--- config.mk ---
export PLATFORM = sky130hd
export DESIGN_NAME = lap3_cell
export DESIGN_NICKNAME = d
export VERILOG_FILES = /design/src/hdl/lap3_pkg.sv /design/src/hdl/lap3_cell.sv
export SDC_FILE = /design/constraint.sdc
export NUM_CORES = 1
export LEC_CHECK = 0
export BUFFER_PORTS_ARGS = -buffer_cell sky130_fd_sc_hd__buf_2
export CAP_MARGIN = 20
export CORE_UTILIZATION = 47
export DETAILED_ROUTE_END_ITERATION = 6
export PLACE_DENSITY = 0.83
export SYNTH_ARGS = -nofsm -noshare
export SYNTH_HDL_FRONTEND = slang
export SYNTH_SLANG_ARGS = --single-unit
--- constraint.sdc ---
create_clock -name clk_i -period 1.6 [get_ports clk_i]
set_clock_uncertainty 0.2 [all_clocks]
set_input_delay 0.08 -clock clk_i [delete_from_list [all_inputs] [get_ports clk_i]]
set_output_delay 0.08 -clock clk_i [all_outputs]
set_load 0.005 [all_outputs]
--- src/hdl/lap3_pkg.sv ---
// Shared types, constants and the Laplacian kernel for the 3x3 Laplacian filter.
// Used by the channel interfaces, the column cells, the line buffer and the top level.
`default_nettype none

package lap3_pkg;

  localparam int PixW  = 8;
  localparam int CfgW  = 11;
  localparam int AddrW = 3;
  localparam int DataW = 32;

  localparam logic [CfgW-1:0] FrameWidthRst  = 11'd640;
  localparam logic [CfgW-1:0] FrameHeightRst = 11'd480;

  localparam logic RegFrameWidth  = 1'b0;
  localparam logic RegFrameHeight = 1'b1;

  localparam logic OpPixel = 1'b0;
  localparam logic OpDrain = 1'b1;

  typedef logic [PixW-1:0] pix_t;

  // Index 0 is the top row of the column, index 2 the bottom row.
  typedef pix_t [2:0] col_t;

  typedef struct packed {
    pix_t newer;
    pix_t older;
  } line_pair_t;

  typedef struct packed {
    logic load;
    logic clear;
  } cell_ctl_t;

  typedef struct packed {
    pix_t pixel;
    logic last;
  } res_t;

  // Eight neighbors minus eight times the center, kept modulo 256.
  function automatic pix_t laplace(col_t l, col_t m, col_t r);
    pix_t nsum;
    nsum = l[0] + l[1] + l[2] + r[0] + r[1] + r[2] + m[0] + m[2];
    return nsum - {m[1][PixW-4:0], 3'b000};
  endfunction

endpackage

`default_nettype wire

--- src/hdl/lap3_cell.sv ---
// One window cell: holds a three-pixel column and takes its neighbor's column on a step.
// Depends on lap3_pkg.
`default_nettype none

module lap3_cell (
  input  wire logic                clk_i,
  input  wire logic                rst_ni,
  input  wire lap3_pkg::cell_ctl_t ctl_i,
  input  wire lap3_pkg::col_t      col_i,
  output      lap3_pkg::col_t      col_o
);

  lap3_pkg::col_t col_q;

  always_ff @(posedge clk_i or negedge rst_ni) begin
    if (!rst_ni) begin
      col_q <= '0;
    end else begin
      priority if (ctl_i.clear) begin
        col_q <= '0;
      end else if (ctl_i.load) begin
        col_q <= col_i;
      end else begin
        col_q <= col_q;
      end
    end
  end

  assign col_o = col_q;

endmodule

`default_nettype wire

* Word level (Yosys, flattened, before mapping)
Cells that the tools add are included.
** Cells by class
- Equal/unequal tests :: 0
- Shifts and indexed selects :: 0
- Reduce and logical (&&, ||, !) cells :: 1
- Multiplexer cells :: 2
- Magnitude comparators :: 0
- Bitwise logic cells :: 0
- Add/sub/neg operators :: 0
- Div/mod/pow operators :: 0
- $mul :: 0
** Operators by type and width (number)
- two-way mux 24 bit :: 2
- nonzero test 2 bit :: 1
** Word-level totals
- Latch bits :: 0
- ROM bits :: 0
- Memory bits (writable) :: 0
- Word-level logic and storage cells :: 6
- Bits of input ports :: 28
- Memories :: 0
- Output and inout bits :: 24
- Register bits :: 24

* Depth between registers and ports, before layout
- Depth in word-level cells :: 2
- Gate-level depth with buffers :: 4
- Depth with buffers taken out :: 2

* Worst setup path after synthesis
OpenSTA, ideal clock, no wires.
- Path type :: input to register
- From :: input ctl_i[1] (netlist name)
- To :: register col_q (netlist bit col_o[0])
- Data required time :: 1268 ps
- Stages on the path :: 4
- Library setup time :: 132 ps
- Buffers on the path :: 2
- Arrival time :: 547 ps
- Path slack :: 721 ps
- Cells stage by stage :: buf_6 > buf_12 > mux2i_1 > nor2_1
** On the way
- Cells in the longest elaborated chain, start to end :: 1
** RTL lines
- start, declared :: line lap3_cell.sv:8 : input wire lap3_pkg::cell_ctl_t ctl_i,
- nonzero test 2 bit (no source line)
- end signal, assigned :: line lap3_cell.sv:22 : col_q <= col_i;
- end signal, assigned :: line lap3_cell.sv:24 : col_q <= col_q;
- end, declared :: line lap3_cell.sv:13 : lap3_pkg::col_t col_q;
Every way passes these cells.
A chain may end at the register's enable or synchronous reset.

* Worst setup path after layout
- From :: input col_i[1] (netlist name)
- To :: register col_q (netlist bit col_o[1])
** On the way
- Cells in the longest elaborated chain, start to end :: 2
** RTL lines
- start, declared :: line lap3_cell.sv:9 : input wire lap3_pkg::col_t col_i,
- two-way mux 24 bit :: line lap3_cell.sv:21 : end else if (ctl_i.load) begin
- two-way mux 24 bit :: line lap3_cell.sv:19 : priority if (ctl_i.clear) begin
Every way passes these cells. The select of a mux whose other input is x is not followed.

==> flow_metrics.env <==
export IMPL_finalHoldViolCount=0
export IMPL_end_kind="flip-flop"
export IMPL_grt_pass1_wl_um=4490
export IMPL_place_ws_ns=0.574
export IMPL_synth_seq_cells=24
export IMPL_final_nets=206
export IMPL_drv_slew=0
export IMPL_hpwl_um=1350
export IMPL_stdcell_count=204
export IMPL_switchingPower_uw=314
export IMPL_cts_buffer_depth=2
export IMPL_powerDensity_nw_per_um2=713
export IMPL_period_minus_slack_ns=1.57
export IMPL_crit_type="in -> reg"
export IMPL_setup_slack_ns=0.0292
export IMPL_power_frac_comb_pct=22.0
export IMPL_io_buffers=51
export IMPL_setup_viol=0
export IMPL_startpoint="col_i[1]"
export IMPL_p_clk_share_pct=25.6
export IMPL_seqPwrFrac_pct=52.4
export IMPL_most_common_layout_cells="buf_2 (51), dlygate4sd3_1 (49), mux2i_1 (24), nor2_1 (24), dfrtp_1 (24)"
export IMPL_worst_slew_pin_slew_ns=0.514
export IMPL_cp_start_kind="input pin"
export IMPL_seq_area_frac_synth_pct=60.7
export IMPL_drcViolationCount=0
export IMPL_antenna_found_initial=0
export IMPL_firstDrtPassIters=4
export IMPL_num_rows=16
export IMPL_place_congestion=0.599
export IMPL_dp_cells=151
export IMPL_cts_buffers=3
export IMPL_critical_path_required_ns=1.61
export IMPL_setup_tns_ns=0
export IMPL_power_leakage_uw=0.00101
export IMPL_grt_max_degree=25
export IMPL_ctsResizeCount=0
export IMPL_antenna_cells=0
export IMPL_dpl_cell_area_um2=1240
export IMPL_syn_nets=105
export IMPL_drt_initial_drc_count=7
export IMPL_finalWirelength_um=3180
export IMPL_final_common_cell="buf_2"
export IMPL_drv_cap=0
export IMPL_die_x_um=47.9
export IMPL_status="finished clean"
export IMPL_cts_root_buffer="clkbuf_4"
export IMPL_ys_warn_count=0
export IMPL_pin_count=52
export IMPL_numClockSinks=24
export IMPL_sw_frac_of_total_pct=24.9
export IMPL_dieHeight_um=47.9
export IMPL_die_area_um2=2290
export IMPL_gr_total_overflow=0
export IMPL_fmax_ghz=0.637
export IMPL_largest_register_ffs=24
export IMPL_clk_pin_slew_ns=0.13
export IMPL_r2r_start="col_o[1]"
export IMPL_via_count=966
export IMPL_clock_latency_ns=0.32
export IMPL_grt_usage_pct=29.6
export IMPL_post_cts_buffers=0
export IMPL_avgSynthCellArea_um2=12.9
export IMPL_rsz0062_at_grt="no"
export IMPL_start_util_pct=50.4
export IMPL_arrival_ns=1.58
export IMPL_wire_per_inst_um=15.6
export IMPL_routed_via_density=4.74
export IMPL_slew_headroom_pct=65.7
export IMPL_cts_hold_buf=49
export IMPL_finalPower_uw=1260
export IMPL_ant_nets=0
export IMPL_h_tree_depth=1
export IMPL_num_fill_cells=83
export IMPL_drive_gt1_share_pct=31.6
export IMPL_fin_area_um2=1770
export IMPL_hp_class="in -> async"
export IMPL_area_growth_pct=78.5
export IMPL_post_route_period_util_pct=98.2
export IMPL_p_int_uw=946
export IMPL_cts_tree="done"
export IMPL_grt_pass1_vias=972
export IMPL_syn_inst=77
export IMPL_syn_cell_area_um2=990
export IMPL_critPathMaxFanout=1
export IMPL_coreArea_um2=1960
export IMPL_ir_drop_mv=0.831
export IMPL_synth_distinct_cells=6
[final timing paths]
kind                        endpoint  slack, ns  depth (start not counted)
setup / recovery            col_o[1]       0.03                          5
hold / removal             col_o[11]       0.04                          2
setup reg to reg            col_o[1]       0.04                          3
hold reg to reg            col_o[12]       0.88                          3
max in group asynchronous  col_o[21]       0.81                          2
min in group clk_i         col_o[12]       0.51                          3
[worst max-delay path, cell delays in order]
cell           delay, ns
dlygate4sd3_1       0.55
buf_2               0.13
mux2i_1             0.16
nor2_1              0.07
dlygate4sd3_1       0.58
[per-layer routing]
metal  track usage [%]  share of wire [%]  vias to the layer above
met3              6.79                3.7                        6
met4              12.8               0.97                        0
met1              35.4                 42                      469
li1                  -                  -                      455
met5                 0                  0                        -
met2              50.8                 54                       36
[cell usage after synthesis, drive strengths merged]
cell | count | area, µm²
dfrtp | 24 | 601
mux2i | 24 | 240
nor2 | 24 | 90.1
buf | 3 | 51.3
clkbuf | 2 | 7.51
[logic make-up (layout without fill, tap and decap cells)]
kind of cell,Yosys count,in the layout,synth area share [%]
buffers and inverters,5,105,5.94
DFF,24,24,60.7
muxes,24,24,24.3
and+or+nand+nor,24,24,9.10
[power by group through the flow]
stage	Combinational, µW	Sequential (µW)	Clock (µW)
CTS	261	657	315
global route	301	665	361
global placement	163	667	0
floorplan	82.2	672	0
detailed placement	167	668	0
finish	277	661	323
[final cells by class]
cell class | count | area (µm²) | area share (%)
clock buffer | 4 | 36.3 | 2.05
sequential | 24 | 601 | 34.0
timing repair buffer | 101 | 766 | 43.3
tap | 27 | 33.8 | 1.91
multi-input combinational | 48 | 330 | 18.7
[through the flow]
step | utilization, % | hold WS (ns)
2_1_floorplan | - | -0.416
3_3_place_gp | 63.2 | -0.123
3_5_place_dp | 63.2 | -0.121
4_1_cts | 90.1 | 0.0629
5_1_grt | 90.1 | 0.0937
6_report | 90.1 | 0.0364
No activity file was read; power rests on OpenSTA's default activity.
